### config.mk
export PLATFORM = sky130hd
export DESIGN_NAME = server_config_command_parser
export DESIGN_NICKNAME = d
export VERILOG_FILES = /design/src/rtl/scc_pkg.sv /design/src/rtl/scc_ram.sv /design/src/rtl/scc_parser.sv /design/src/rtl/server_config_command_parser.sv
export SDC_FILE = /design/constraint.sdc
export NUM_CORES = 2
export LEC_CHECK = 0
export BUFFER_PORTS_ARGS = -buffer_cell sky130_fd_sc_hd__buf_4
export CAP_MARGIN = 15
export CORE_ASPECT_RATIO = 0.5
export CORE_MARGIN = 2
export CORE_UTILIZATION = 50
export CTS_BUF_LIST = sky130_fd_sc_hd__clkbuf_8
export DETAILED_ROUTE_END_ITERATION = 10
export PLACE_DENSITY = 0.74
export SKIP_LAST_GASP = 1
export SLEW_MARGIN = 25
export SYNTH_ARGS = -nofsm -noshare
export SYNTH_HDL_FRONTEND = slang
export SYNTH_SLANG_ARGS = --single-unit
### constraint.sdc
create_clock -name clk -period 7.7 [get_ports clk]
set_input_delay 0.385 -clock clk [delete_from_list [all_inputs] [get_ports clk]]
set_output_delay 0.385 -clock clk [all_outputs]
set_load 0.01 [all_outputs]
### src/rtl/scc_pkg.sv
// ----------------------------------------------------------------------------
// scc_pkg
// Shared types and constants of the server configuration command parser.
// ----------------------------------------------------------------------------
package scc_pkg;

  // parser phases, one-hot
  typedef enum logic [12:0] {
    PH_START    = 13'b0_0000_0000_0001,
    PH_NOTCMD   = 13'b0_0000_0000_0010,
    PH_HASH     = 13'b0_0000_0000_0100,
    PH_KW_SRV   = 13'b0_0000_0000_1000,
    PH_KW_DBG   = 13'b0_0000_0001_0000,
    PH_KW_RST   = 13'b0_0000_0010_0000,
    PH_DBG_VAL  = 13'b0_0000_0100_0000,
    PH_DBG_ON   = 13'b0_0000_1000_0000,
    PH_DBG_OFF  = 13'b0_0001_0000_0000,
    PH_RST_DONE = 13'b0_0010_0000_0000,
    PH_HOST     = 13'b0_0100_0000_0000,
    PH_PORT     = 13'b0_1000_0000_0000,
    PH_BAD      = 13'b1_0000_0000_0000
  } phase_t;

  // flag bits
  localparam int unsigned FL_END     = 0;
  localparam int unsigned FL_NONIP   = 1;
  localparam int unsigned FL_IPBAD   = 2;
  localparam int unsigned FL_PORTBAD = 3;

  localparam logic [1:0] ST_NOTCMD  = 2'd0;
  localparam logic [1:0] ST_TOOLONG = 2'd1;
  localparam logic [1:0] ST_REJECT  = 2'd2;
  localparam logic [1:0] ST_APPLIED = 2'd3;

  localparam logic [2:0] ACT_NONE   = 3'd0;
  localparam logic [2:0] ACT_PROD   = 3'd1;
  localparam logic [2:0] ACT_TEST   = 3'd2;
  localparam logic [2:0] ACT_IPV4   = 3'd3;
  localparam logic [2:0] ACT_DOMAIN = 3'd4;
  localparam logic [2:0] ACT_DBG_ON = 3'd5;
  localparam logic [2:0] ACT_DBG_OFF = 3'd6;
  localparam logic [2:0] ACT_RESET  = 3'd7;

  localparam int unsigned CFG_IDX_W = 3;
  localparam logic [CFG_IDX_W-1:0] REG_PROD_IPV4 = 3'd0;
  localparam logic [CFG_IDX_W-1:0] REG_PROD_PORT = 3'd1;
  localparam logic [CFG_IDX_W-1:0] REG_TEST_IPV4 = 3'd2;
  localparam logic [CFG_IDX_W-1:0] REG_TEST_PORT = 3'd3;
  localparam logic [CFG_IDX_W-1:0] REG_DFLT_DBG  = 3'd4;

  localparam logic [7:0] CH_HASH  = 8'h23;
  localparam logic [7:0] CH_COLON = 8'h3A;
  localparam logic [7:0] CH_DOT   = 8'h2E;
  localparam logic [7:0] CH_ZERO  = 8'h30;
  localparam logic [7:0] CH_ONE   = 8'h31;
  localparam logic [7:0] CH_NINE  = 8'h39;
  localparam logic [7:0] CH_S     = 8'h53;
  localparam logic [7:0] CH_D     = 8'h44;
  localparam logic [7:0] CH_R     = 8'h52;

  localparam logic [7:0] KW_SRV [5] = '{8'h23, 8'h53, 8'h52, 8'h56, 8'h3D};
  localparam logic [7:0] KW_DBG [5] = '{8'h23, 8'h44, 8'h42, 8'h47, 8'h3D};
  localparam logic [7:0] KW_RST [6] = '{8'h23, 8'h52, 8'h45, 8'h53, 8'h45, 8'h54};
  localparam logic [7:0] WD_PROD [4] = '{8'h50, 8'h52, 8'h4F, 8'h44};
  localparam logic [7:0] WD_TEST [4] = '{8'h54, 8'h45, 8'h53, 8'h54};

  localparam logic [15:0] PORT_RESET = 16'd80;
  localparam logic [31:0] IPV4_RESET = 32'd0;

  // line state after the current character
  typedef struct packed {
    phase_t      phase;
    logic [3:0]  flags;
    logic [2:0]  dcount;
    logic        too_long;
    logic        host_ok;
    logic        host_empty;
    logic        host_len4;
    logic [31:0] ipv4;
    logic [15:0] port;
  } line_sum_t;

  // host store readback compare for the first four host bytes
  typedef struct packed {
    logic       vld;
    logic [1:0] idx;
  } cmp_t;

endpackage

### src/rtl/scc_ram.sv
// ----------------------------------------------------------------------------
// scc_ram
// Generic single-write, single-read RAM with registered read data.
// ----------------------------------------------------------------------------
module scc_ram #(
  parameter int unsigned WIDTH = 8,
  parameter int unsigned DEPTH = 128
) (
  input  logic                     clk,
  input  logic                     we,
  input  logic [$clog2(DEPTH)-1:0] waddr,
  input  logic [WIDTH-1:0]         wdata,
  input  logic                     re,
  input  logic [$clog2(DEPTH)-1:0] raddr,
  output logic [WIDTH-1:0]         rdata
);

  logic [WIDTH-1:0] mem [DEPTH];

  always_ff @(posedge clk) begin
    if (we) begin
      mem[waddr] <= wdata;
    end
    if (re) begin
      rdata <= mem[raddr];
    end
  end

endmodule

### src/rtl/scc_parser.sv
// ----------------------------------------------------------------------------
// scc_parser
// Per-character line parser: keyword match, dotted quad and port scan,
// host text write into the staging bank.
// ----------------------------------------------------------------------------
module scc_parser #(
  parameter int unsigned CMD_MAX  = 64,
  parameter int unsigned HOST_MAX = 64,
  localparam int unsigned SLW = $clog2(HOST_MAX + 1),
  localparam int unsigned AW  = $clog2(2 * HOST_MAX)
) (
  input  logic                clk,
  input  logic                rst_n,
  input  logic                acc,
  input  logic [7:0]          character,
  input  logic                last,
  input  logic                active_bank,
  output scc_pkg::line_sum_t  sum,
  output logic [SLW-1:0]      slen,
  output scc_pkg::cmp_t       cmp,
  output logic                wr_en,
  output logic [AW-1:0]       wr_addr,
  output logic [7:0]          wr_data
);

  localparam int unsigned CCW = $clog2(CMD_MAX + 2);

  logic [CCW-1:0]        cc_r, cc_nxt;
  scc_pkg::phase_t       ph_r, ph_nxt;
  logic [7:0]            oct_r, oct_nxt;
  logic [2:0]            dc_r, dc_nxt;
  logic [1:0]            oi_r, oi_nxt;
  logic [31:0]           ip_r, ip_nxt;
  logic [15:0]           pt_r, pt_nxt;
  logic [3:0]            fl_r, fl_nxt;
  logic [SLW-1:0]        sl_r, sl_nxt;
  logic [11:0]           ov;
  logic [19:0]           pv;
  logic                  is_dig;

  assign is_dig = (character >= scc_pkg::CH_ZERO) && (character <= scc_pkg::CH_NINE);
  assign ov = 12'(oct_r) * 12'd10 + 12'(character[3:0]);
  assign pv = 20'(pt_r) * 20'd10 + 20'(character[3:0]);

  always_comb begin
    cc_nxt  = (cc_r <= CCW'(CMD_MAX)) ? cc_r + 1'b1 : cc_r;
    ph_nxt  = ph_r;
    oct_nxt = oct_r;
    dc_nxt  = dc_r;
    oi_nxt  = oi_r;
    ip_nxt  = ip_r;
    pt_nxt  = pt_r;
    fl_nxt  = fl_r;
    sl_nxt  = sl_r;
    wr_en   = 1'b0;
    cmp.vld = 1'b0;
    cmp.idx = sl_r[1:0];
    if (cc_r == '0) begin
      ph_nxt = (character == scc_pkg::CH_HASH) ? scc_pkg::PH_HASH : scc_pkg::PH_NOTCMD;
    end else if (!fl_r[scc_pkg::FL_END]) begin
      if (character == 8'd0) begin
        fl_nxt[scc_pkg::FL_END] = 1'b1;
      end else begin
        unique case (ph_r)
          scc_pkg::PH_HASH: begin
            priority if (character == scc_pkg::CH_S) ph_nxt = scc_pkg::PH_KW_SRV;
            else if (character == scc_pkg::CH_D) ph_nxt = scc_pkg::PH_KW_DBG;
            else if (character == scc_pkg::CH_R) ph_nxt = scc_pkg::PH_KW_RST;
            else ph_nxt = scc_pkg::PH_BAD;
          end
          scc_pkg::PH_KW_SRV: begin
            if (cc_r < CCW'(5) && scc_pkg::KW_SRV[cc_r[2:0]] == character) begin
              ph_nxt = (cc_r == CCW'(4)) ? scc_pkg::PH_HOST : scc_pkg::PH_KW_SRV;
            end else begin
              ph_nxt = scc_pkg::PH_BAD;
            end
          end
          scc_pkg::PH_KW_DBG: begin
            if (cc_r < CCW'(5) && scc_pkg::KW_DBG[cc_r[2:0]] == character) begin
              ph_nxt = (cc_r == CCW'(4)) ? scc_pkg::PH_DBG_VAL : scc_pkg::PH_KW_DBG;
            end else begin
              ph_nxt = scc_pkg::PH_BAD;
            end
          end
          scc_pkg::PH_KW_RST: begin
            if (cc_r < CCW'(6) && scc_pkg::KW_RST[cc_r[2:0]] == character) begin
              ph_nxt = (cc_r == CCW'(5)) ? scc_pkg::PH_RST_DONE : scc_pkg::PH_KW_RST;
            end else begin
              ph_nxt = scc_pkg::PH_BAD;
            end
          end
          scc_pkg::PH_DBG_VAL: begin
            priority if (character == scc_pkg::CH_ONE) ph_nxt = scc_pkg::PH_DBG_ON;
            else if (character == scc_pkg::CH_ZERO) ph_nxt = scc_pkg::PH_DBG_OFF;
            else ph_nxt = scc_pkg::PH_BAD;
          end
          scc_pkg::PH_HOST: begin
            if (character == scc_pkg::CH_COLON) begin
              // close the last octet
              if (dc_r == '0 || oi_r != 2'd3) fl_nxt[scc_pkg::FL_IPBAD] = 1'b1;
              else ip_nxt = {ip_r[23:0], oct_r};
              dc_nxt = '0;
              ph_nxt = scc_pkg::PH_PORT;
            end else begin
              if (sl_r < SLW'(HOST_MAX)) begin
                wr_en   = 1'b1;
                cmp.vld = (sl_r < SLW'(4));
                sl_nxt  = sl_r + 1'b1;
              end
              priority if (is_dig) begin
                if (ov > 12'd255 || dc_r >= 3'd3) fl_nxt[scc_pkg::FL_IPBAD] = 1'b1;
                else begin
                  oct_nxt = ov[7:0];
                  dc_nxt  = dc_r + 1'b1;
                end
              end else if (character == scc_pkg::CH_DOT) begin
                if (dc_r == '0 || oi_r == 2'd3) fl_nxt[scc_pkg::FL_IPBAD] = 1'b1;
                else begin
                  ip_nxt  = {ip_r[23:0], oct_r};
                  oi_nxt  = oi_r + 1'b1;
                  oct_nxt = '0;
                  dc_nxt  = '0;
                end
              end else begin
                fl_nxt[scc_pkg::FL_NONIP] = 1'b1;
              end
            end
          end
          scc_pkg::PH_PORT: begin
            if (is_dig && pv <= 20'd65535 && dc_r < 3'd5) begin
              pt_nxt = pv[15:0];
              dc_nxt = dc_r + 1'b1;
            end else begin
              fl_nxt[scc_pkg::FL_PORTBAD] = 1'b1;
            end
          end
          scc_pkg::PH_NOTCMD, scc_pkg::PH_BAD: ;
          default: ph_nxt = scc_pkg::PH_BAD;
        endcase
      end
    end
  end

  assign wr_addr = {~active_bank, sl_r[AW-2:0]};
  assign wr_data = character;

  assign sum.phase      = ph_nxt;
  assign sum.flags      = fl_nxt;
  assign sum.dcount     = dc_nxt;
  assign sum.too_long   = (cc_nxt > CCW'(CMD_MAX));
  assign sum.host_ok    = (sl_nxt < SLW'(HOST_MAX));
  assign sum.host_empty = (sl_nxt == '0);
  assign sum.host_len4  = (sl_nxt == SLW'(4));
  assign sum.ipv4       = ip_nxt;
  assign sum.port       = pt_nxt;
  assign slen           = sl_nxt;

  always_ff @(posedge clk) begin
    if (!rst_n || (acc && last)) begin
      cc_r  <= '0;
      ph_r  <= scc_pkg::PH_START;
      oct_r <= '0;
      dc_r  <= '0;
      oi_r  <= '0;
      ip_r  <= '0;
      pt_r  <= '0;
      fl_r  <= '0;
      sl_r  <= '0;
    end else if (acc) begin
      cc_r  <= cc_nxt;
      ph_r  <= ph_nxt;
      oct_r <= oct_nxt;
      dc_r  <= dc_nxt;
      oi_r  <= oi_nxt;
      ip_r  <= ip_nxt;
      pt_r  <= pt_nxt;
      fl_r  <= fl_nxt;
      sl_r  <= sl_nxt;
    end
  end

endmodule

### src/rtl/server_config_command_parser.sv
// ----------------------------------------------------------------------------
// server_config_command_parser
// Character-serial command line parser holding the active server settings.
// ----------------------------------------------------------------------------
// A result is registered in s1, then s2, then the output register before out_valid.
// Throughput: one character per cycle unless a held result waits on out_ready;
// the PROD/TEST host store readback, one RAM read behind the write, sets pipe depth.
// Reset (rst_n low, synchronous): line state cleared, active server = prod
// register reset values, debug off, configuration registers to reset values.
module server_config_command_parser #(
  parameter int unsigned CMD_MAX  = 64,
  parameter int unsigned HOST_MAX = 64
) (
  input  logic                           clk,
  input  logic                           rst_n,
  input  logic                           in_valid,
  output logic                           in_ready,
  input  logic [7:0]                     in_character,
  input  logic                           in_last,
  output logic                           out_valid,
  input  logic                           out_ready,
  output logic [1:0]                     out_status,
  output logic [2:0]                     out_action,
  output logic [15:0]                    out_server_port,
  output logic [31:0]                    out_server_ipv4,
  output logic                           out_host_is_domain,
  output logic [5:0]                     out_host_length,
  output logic                           out_debug_enabled,
  output logic                           out_resolution_cleared,
  input  logic                           cfg_we,
  input  logic [scc_pkg::CFG_IDX_W-1:0]  cfg_index,
  input  logic [31:0]                    cfg_wdata
);

  localparam int unsigned SLW = $clog2(HOST_MAX + 1);
  localparam int unsigned AW  = $clog2(2 * HOST_MAX);
  localparam logic [31:0] IPV4_RESET_C = scc_pkg::IPV4_RESET;

  logic               adv, acc;
  scc_pkg::line_sum_t sum, s1_sum_r, s2_sum_r;
  logic [SLW-1:0]     slen, s1_sl_r, s2_sl_r;
  scc_pkg::cmp_t      cmp, s1_cmp_r, s2_cmp_r;
  logic               s1_vld_r, s2_vld_r, s1_last_r, s2_last_r;
  logic               wr_en;
  logic [AW-1:0]      wr_addr, s1_addr_r;
  logic [7:0]         wr_data, rd_q;

  logic [31:0] prod_ip_r, test_ip_r;
  logic [15:0] prod_pt_r, test_pt_r;
  logic        dflt_dbg_r;

  logic                bank_r, bank_nxt;
  logic [31:0]         aip_r, aip_nxt;
  logic [15:0]         apt_r, apt_nxt;
  logic                adom_r, adom_nxt;
  logic [SLW-1:0]      alen_r, alen_nxt;
  logic                dbg_r, dbg_nxt;
  logic [3:0]          pm_r, pm_nxt, tm_r, tm_nxt;
  logic [1:0]          st_nxt;
  logic [2:0]          act_nxt;
  logic                port_ok, is_ip;

  logic        ov_r;
  logic [1:0]  st_r;
  logic [2:0]  act_r;
  logic        clr_r;

  assign adv      = !ov_r || out_ready;
  assign in_ready = adv;
  assign acc      = in_valid && in_ready;

  always_ff @(posedge clk) begin
    if (!rst_n) begin
      prod_ip_r  <= IPV4_RESET_C;
      prod_pt_r  <= scc_pkg::PORT_RESET;
      test_ip_r  <= IPV4_RESET_C;
      test_pt_r  <= scc_pkg::PORT_RESET;
      dflt_dbg_r <= 1'b0;
    end else if (cfg_we) begin
      unique case (cfg_index)
        scc_pkg::REG_PROD_IPV4: prod_ip_r  <= cfg_wdata;
        scc_pkg::REG_PROD_PORT: prod_pt_r  <= cfg_wdata[15:0];
        scc_pkg::REG_TEST_IPV4: test_ip_r  <= cfg_wdata;
        scc_pkg::REG_TEST_PORT: test_pt_r  <= cfg_wdata[15:0];
        scc_pkg::REG_DFLT_DBG:  dflt_dbg_r <= cfg_wdata[0];
        default: ;
      endcase
    end
  end

  scc_parser #(.CMD_MAX(CMD_MAX), .HOST_MAX(HOST_MAX)) u_parser (
    .clk         (clk),
    .rst_n       (rst_n),
    .acc         (acc),
    .character   (in_character),
    .last        (in_last),
    .active_bank (bank_r),
    .sum         (sum),
    .slen        (slen),
    .cmp         (cmp),
    .wr_en       (wr_en),
    .wr_addr     (wr_addr),
    .wr_data     (wr_data)
  );

  scc_ram #(.WIDTH(8), .DEPTH(2 ** AW)) u_host_store (
    .clk   (clk),
    .we    (acc && wr_en),
    .waddr (wr_addr),
    .wdata (wr_data),
    .re    (adv),
    .raddr (s1_addr_r),
    .rdata (rd_q)
  );

  // stage 1: parser result; stage 2: host byte read back
  always_ff @(posedge clk) begin
    if (!rst_n) begin
      s1_vld_r <= 1'b0;
      s2_vld_r <= 1'b0;
    end else if (adv) begin
      s1_vld_r <= acc;
      s2_vld_r <= s1_vld_r;
    end
  end

  always_ff @(posedge clk) begin
    if (adv) begin
      s1_sum_r  <= sum;
      s1_sl_r   <= slen;
      s1_cmp_r  <= cmp;
      s1_last_r <= in_last;
      s1_addr_r <= wr_addr;
      s2_sum_r  <= s1_sum_r;
      s2_sl_r   <= s1_sl_r;
      s2_cmp_r  <= s1_cmp_r;
      s2_last_r <= s1_last_r;
    end
  end

  assign port_ok = !s2_sum_r.flags[scc_pkg::FL_PORTBAD] && s2_sum_r.dcount != '0
                   && s2_sum_r.port != '0;
  assign is_ip   = !s2_sum_r.host_empty && !s2_sum_r.flags[scc_pkg::FL_NONIP];

  always_comb begin
    pm_nxt   = pm_r;
    tm_nxt   = tm_r;
    bank_nxt = bank_r;
    aip_nxt  = aip_r;
    apt_nxt  = apt_r;
    adom_nxt = adom_r;
    alen_nxt = alen_r;
    dbg_nxt  = dbg_r;
    st_nxt   = scc_pkg::ST_REJECT;
    act_nxt  = scc_pkg::ACT_NONE;
    if (s2_vld_r && s2_cmp_r.vld) begin
      pm_nxt[s2_cmp_r.idx] = (rd_q == scc_pkg::WD_PROD[s2_cmp_r.idx]);
      tm_nxt[s2_cmp_r.idx] = (rd_q == scc_pkg::WD_TEST[s2_cmp_r.idx]);
    end
    if (s2_sum_r.phase == scc_pkg::PH_NOTCMD) begin
      st_nxt = scc_pkg::ST_NOTCMD;
    end else if (s2_sum_r.too_long) begin
      st_nxt = scc_pkg::ST_TOOLONG;
    end else begin
      unique case (s2_sum_r.phase)
        scc_pkg::PH_DBG_ON: begin
          dbg_nxt = 1'b1;
          act_nxt = scc_pkg::ACT_DBG_ON;
        end
        scc_pkg::PH_DBG_OFF: begin
          dbg_nxt = 1'b0;
          act_nxt = scc_pkg::ACT_DBG_OFF;
        end
        scc_pkg::PH_RST_DONE: begin
          {aip_nxt, apt_nxt, adom_nxt, alen_nxt} = {prod_ip_r, prod_pt_r, 1'b0, SLW'(0)};
          dbg_nxt = dflt_dbg_r;
          act_nxt = scc_pkg::ACT_RESET;
        end
        scc_pkg::PH_HOST: begin
          if (s2_sum_r.host_len4 && pm_nxt == 4'hF) begin
            {aip_nxt, apt_nxt, adom_nxt, alen_nxt} = {prod_ip_r, prod_pt_r, 1'b0, SLW'(0)};
            act_nxt = scc_pkg::ACT_PROD;
          end else if (s2_sum_r.host_len4 && tm_nxt == 4'hF) begin
            {aip_nxt, apt_nxt, adom_nxt, alen_nxt} = {test_ip_r, test_pt_r, 1'b0, SLW'(0)};
            act_nxt = scc_pkg::ACT_TEST;
          end
        end
        scc_pkg::PH_PORT: begin
          if (port_ok && s2_sum_r.host_ok) begin
            if (is_ip) begin
              if (!s2_sum_r.flags[scc_pkg::FL_IPBAD]) begin
                {aip_nxt, apt_nxt, adom_nxt, alen_nxt} =
                  {s2_sum_r.ipv4, s2_sum_r.port, 1'b0, SLW'(0)};
                act_nxt = scc_pkg::ACT_IPV4;
              end
            end else begin
              // staged bank becomes active
              bank_nxt = ~bank_r;
              {aip_nxt, apt_nxt, adom_nxt, alen_nxt} =
                {32'd0, s2_sum_r.port, 1'b1, s2_sl_r};
              act_nxt = scc_pkg::ACT_DOMAIN;
            end
          end
        end
        default: ;
      endcase
      if (act_nxt != scc_pkg::ACT_NONE) st_nxt = scc_pkg::ST_APPLIED;
    end
  end

  always_ff @(posedge clk) begin
    if (!rst_n) begin
      pm_r   <= '0;
      tm_r   <= '0;
      bank_r <= 1'b0;
      aip_r  <= IPV4_RESET_C;
      apt_r  <= scc_pkg::PORT_RESET;
      adom_r <= 1'b0;
      alen_r <= '0;
      dbg_r  <= 1'b0;
      ov_r   <= 1'b0;
    end else if (adv) begin
      ov_r <= s2_vld_r && s2_last_r;
      if (s2_vld_r && s2_last_r) begin
        pm_r   <= '0;
        tm_r   <= '0;
        bank_r <= bank_nxt;
        aip_r  <= aip_nxt;
        apt_r  <= apt_nxt;
        adom_r <= adom_nxt;
        alen_r <= alen_nxt;
        dbg_r  <= dbg_nxt;
      end else if (s2_vld_r) begin
        pm_r <= pm_nxt;
        tm_r <= tm_nxt;
      end
    end
  end

  always_ff @(posedge clk) begin
    if (adv && s2_vld_r && s2_last_r) begin
      st_r  <= st_nxt;
      act_r <= act_nxt;
      clr_r <= (act_nxt != scc_pkg::ACT_NONE) && (act_nxt != scc_pkg::ACT_DBG_ON)
               && (act_nxt != scc_pkg::ACT_DBG_OFF);
    end
  end

  assign out_valid              = ov_r;
  assign out_status             = st_r;
  assign out_action             = act_r;
  assign out_server_port        = apt_r;
  assign out_server_ipv4        = aip_r;
  assign out_host_is_domain     = adom_r;
  assign out_host_length        = 6'(alen_r);
  assign out_debug_enabled      = dbg_r;
  assign out_resolution_cleared = clr_r;

endmodule

==> flow_metrics.env <==
export IMPL_critPathKind="flip-flop to flip-flop"
export IMPL_peakVddDrop_v=0.0001304
export IMPL_grt_start_max_net_pins=186
export IMPL_internal_power_mw=11.47
export IMPL_gp_congestion=0.8582
export IMPL_viasPerCell=6.099
export IMPL_hp_start="in_character[6]"
export IMPL_reg2reg_from="u_parser.cc_r[0]$_SDFFE_PP0P_"
export IMPL_layout_common_cells="edfxtp_1, nand2_1, mux4_2"
export IMPL_ys_seq_elements=1462
export IMPL_finalClockSkew_ns=0.04985
export IMPL_cap_violations=0
export IMPL_numCtsBuffers=201
export IMPL_dp_hpwl_um=86900
export IMPL_fillers=8718
export IMPL_post_cts_setup_buffers=0
export IMPL_yosys_warnings=0
export IMPL_place_area_sq_mm=0.06203
export IMPL_die_width_um=492.2
export IMPL_relSlewSlack_pct=29.42
export IMPL_routedWlPerCell_um=25.21
export IMPL_swShare_pct=21.72
export IMPL_path_clk_slew_ns=0.07
export IMPL_ys_async_sr_fraction_pct=0
export IMPL_finalHoldViolCount=0
export IMPL_worstPathCellList="inv_1 > ha_1 > nand3_1 > nand2_1 > or3_1 > nor3_1 > nand2_1 > buf_4 > nor2_1"
export IMPL_root_buffer="clkbuf_8"
export IMPL_hold_depth=1
export IMPL_p_seq_share_pct=58.7
export IMPL_initial_utilization_pct=50.48
export IMPL_rows=89
export IMPL_startpoint_type="flip-flop"
export IMPL_cp_top_family="simple AND/OR/NAND/NOR gates"
export IMPL_cp_end_kind="flip-flop"
export IMPL_grt_overflow=0
export IMPL_synthesis_area_sq_mm=0.05958
export IMPL_coreArea_sq_mm=0.1180
export IMPL_min_period_over_period_pct=65.63
export IMPL_hold_path_class="input port to flip-flop"
export IMPL_num_vias=34000
export IMPL_status="complete, no violations"
export IMPL_cts_tree="yes"
export IMPL_antenna_found_initial=3
export IMPL_grt_pass1_vias=33030
export IMPL_synth_fp_nets=3738
export IMPL_clock_latency_ns=0.91
export IMPL_reg2reg_to="u_host_store.mem[32][1]$_DFFE_PP_"
export IMPL_worstHoldEndpoint="u_host_store.mem[30][6]$_DFFE_PP_"
export IMPL_htreeDepth=4
export IMPL_path_common_cell="nand2_1"
export IMPL_cts_sinks=1462
export IMPL_drt_iter0_drc=3923
export IMPL_synth_ff_type="edfxtp_1"
export IMPL_final_common_cell="edfxtp_1"
export IMPL_synth_cells=3623
export IMPL_clockBufferDepth=3
export IMPL_combPwrFrac_pct=3.0
export IMPL_r2r_cells=9
export IMPL_pwr_share_clk_pct=38.3
export IMPL_ant_nets=0
export IMPL_rrSetupSlack_ns=2.65
export IMPL_firstDrtPassIters=7
export IMPL_setup_tns_ns=0
export IMPL_fin_nets=3931
export IMPL_yosysSeqAreaShare_pct=69.37
export IMPL_power_density_mw_per_mm2=221.0
export IMPL_cp_max_fo=10
export IMPL_yosys_area_top_type="edfxtp_1"
export IMPL_grt_use_total_pct=22.84
export IMPL_required_ns=8.21
export IMPL_drv_slew=0
export IMPL_synthTopCellsByArea="edfxtp_1, mux4_2, dfxtp_1, nand2_1, nor2_1"
export IMPL_crit_path_start="u_parser.cc_r[0]$_SDFFE_PP0P_"
export IMPL_p_leak_nw=21.97
export IMPL_arrival_ns=5.57
export IMPL_fin_area_sq_mm=0.06630
export IMPL_worst_path_buf_inv=2
export IMPL_layout_drive_gt1_share_pct=21.60
export IMPL_yosys_area_top_type_share_pct=60.73
export IMPL_die_height_um=248.1
export IMPL_p_sw_mw=3.182
export IMPL_tightest_slew_ns=1.055
export IMPL_cp_slowest_cell="nor3_1"
export IMPL_grt_setup_unrepaired="no"
export IMPL_period_minus_slack_ns=5.053
export IMPL_synth_edf_count=1205
export IMPL_synth_cell_types=91
export IMPL_totalWireLength_um=140500
export IMPL_die_area_sq_mm=0.1221
export IMPL_ios=113
export IMPL_cp_slowest_stage_delay_ns=0.71
export IMPL_max_freq_ghz=0.1979
export IMPL_area_growth_syn_to_layout_pct=11.29
export IMPL_drc_errors=0
export IMPL_grt_pass1_wl_um=210400
export IMPL_portBuffers=112
export IMPL_avgSynthCellArea_sq_um=16.45
export IMPL_setup_viol=0
[how the worst max path moves through the flow]
stage | endpoint | slack, ns | cells past startpoint
global placement | u_host_store.mem[86][0]$_DFFE_PP_ | 2.54 | 8
floorplan | u_parser.pt_r[6]$_SDFFE_PP0P_ | 3.54 | 15
finish | u_host_store.mem[32][1]$_DFFE_PP_ | 2.65 | 9
global route | u_host_store.mem[124][4]$_DFFE_PP_ | 2.52 | 8
CTS | u_host_store.mem[13][0]$_DFFE_PP_ | 2.84 | 8
detailed placement | u_host_store.mem[85][1]$_DFFE_PP_ | 2.56 | 8
[power groups by stage]
| stage | registers, mW | logic (mW) | clock network (mW) |
|---|---|---|---|
| floorplan | 8.76 | 0.207 | 0 |
| CTS | 8.61 | 0.435 | 5.68 |
| finish | 8.61 | 0.436 | 5.61 |
| global placement | 8.78 | 0.402 | 0 |
| global route | 8.61 | 0.467 | 6.01 |
| detailed placement | 8.78 | 0.414 | 0 |
[cell usage after synthesis, types with 5 or more instances]
master,count
and3_1,18
nor3b_1,10
buf_1,35
nor4_1,19
o211ai_1,6
o211a_1,37
a222oi_1,32
a21boi_0,97
inv_1,27
and2_1,13
nor2_1,244
dfxtp_1,257
o21ai_0,59
clkbuf_1,165
xnor2_1,29
edfxtp_1,1205
nand3b_1,7
o22ai_1,6
or3_1,8
a21oi_1,85
nor2b_1,36
o31ai_1,8
nand2_1,411
nor3_1,37
xor2_1,31
a22oi_1,32
ha_1,62
a31oi_1,21
nand4_1,14
mux2i_1,21
mux4_2,336
a211oi_1,11
mux2_2,58
nand3_1,48
nand4b_1,6
a21o_1,12
nand2b_1,17
or4_1,5
[state kept, by name, indices dropped and copies added, names as in the netlist, 13 cells and up, named ones only]
name              cells
u_parser.ph_r        13
s1_sum_r             71
prod_pt_r            16
test_ip_r            32
s2_sum_r             71
u_host_store.mem   1024
out_server_port      16
u_parser.ip_r        32
u_parser.pt_r        16
out_server_ipv4      32
test_pt_r            16
prod_ip_r            32
[worst register-to-register path, stage by stage, from the launching register on]
cell and delay [ns]:
dfxtp_1 0.57, inv_1 0.20, ha_1 0.36, nand3_1 0.33
nand2_1 0.23, or3_1 0.51, nor3_1 0.71, nand2_1 0.71
buf_4 0.46, nor2_1 0.61
[layout make-up]
class                      count  area [sq um]  area share [%]
antenna                        1         2.502        0.003774
clock buffer                 211          2904           4.380
clock inverter               157         848.3           1.279
inverter                      27         101.3          0.1529
multi-input combinational   1919         17380           26.22
sequential                  1462         41330           62.33
tap                         1592          1992           3.004
timing repair buffer         205          1744           2.631
[stage by stage]
stage / hold slack (ns) / total power [mW] / util [%] / worst slack (ns) / cells
3_5_place_dp: 0.4045 / 9.192 / 52.55 / 2.559 / 5158
6_report: 0.1201 / 14.65 / 56.17 / 2.647 / 5574
5_1_grt: 0.1317 / 15.08 / 56.17 / 2.523 / 5574
2_1_floorplan: 0.4003 / 8.969 / - / 3.536 / 3623
3_3_place_gp: 0.4034 / 9.177 / 52.53 / 2.537 / 5157
4_1_cts: 0.06980 / 14.72 / 56.11 / 2.839 / 5571
[cell families (layout without fill, tap and decap cells)]
kind of cell / after synthesis / count (layout) / synth area share [%]
xor+xnor: 60 / 60 / 0.8820
fa+ha+maj: 66 / 66 / 1.436
other cells: 0 / 1 / 0
buf+inv: 242 / 600 / 1.653
flops: 1462 / 1462 / 69.37
simple gates: 926 / 926 / 7.046
compound gates: 452 / 452 / 5.466
mux: 415 / 415 / 14.15
[per-layer routing]
layer	vias to the layer above	track usage [%]	wire, um
met1	17220	31.97	56770
li1	14610	-	-
met4	2	8.228	3946
met2	1929	36.24	66450
met3	235	4.265	13360
met5	-	0	13
[timing repair]
item / 4_1_cts / 5_1_grt
gates resized for setup: 0 / 0
hold buffers: 45 / 0
endpoints found under the hold margin: 269 / 0
Power figures use the tool's default switching activity.
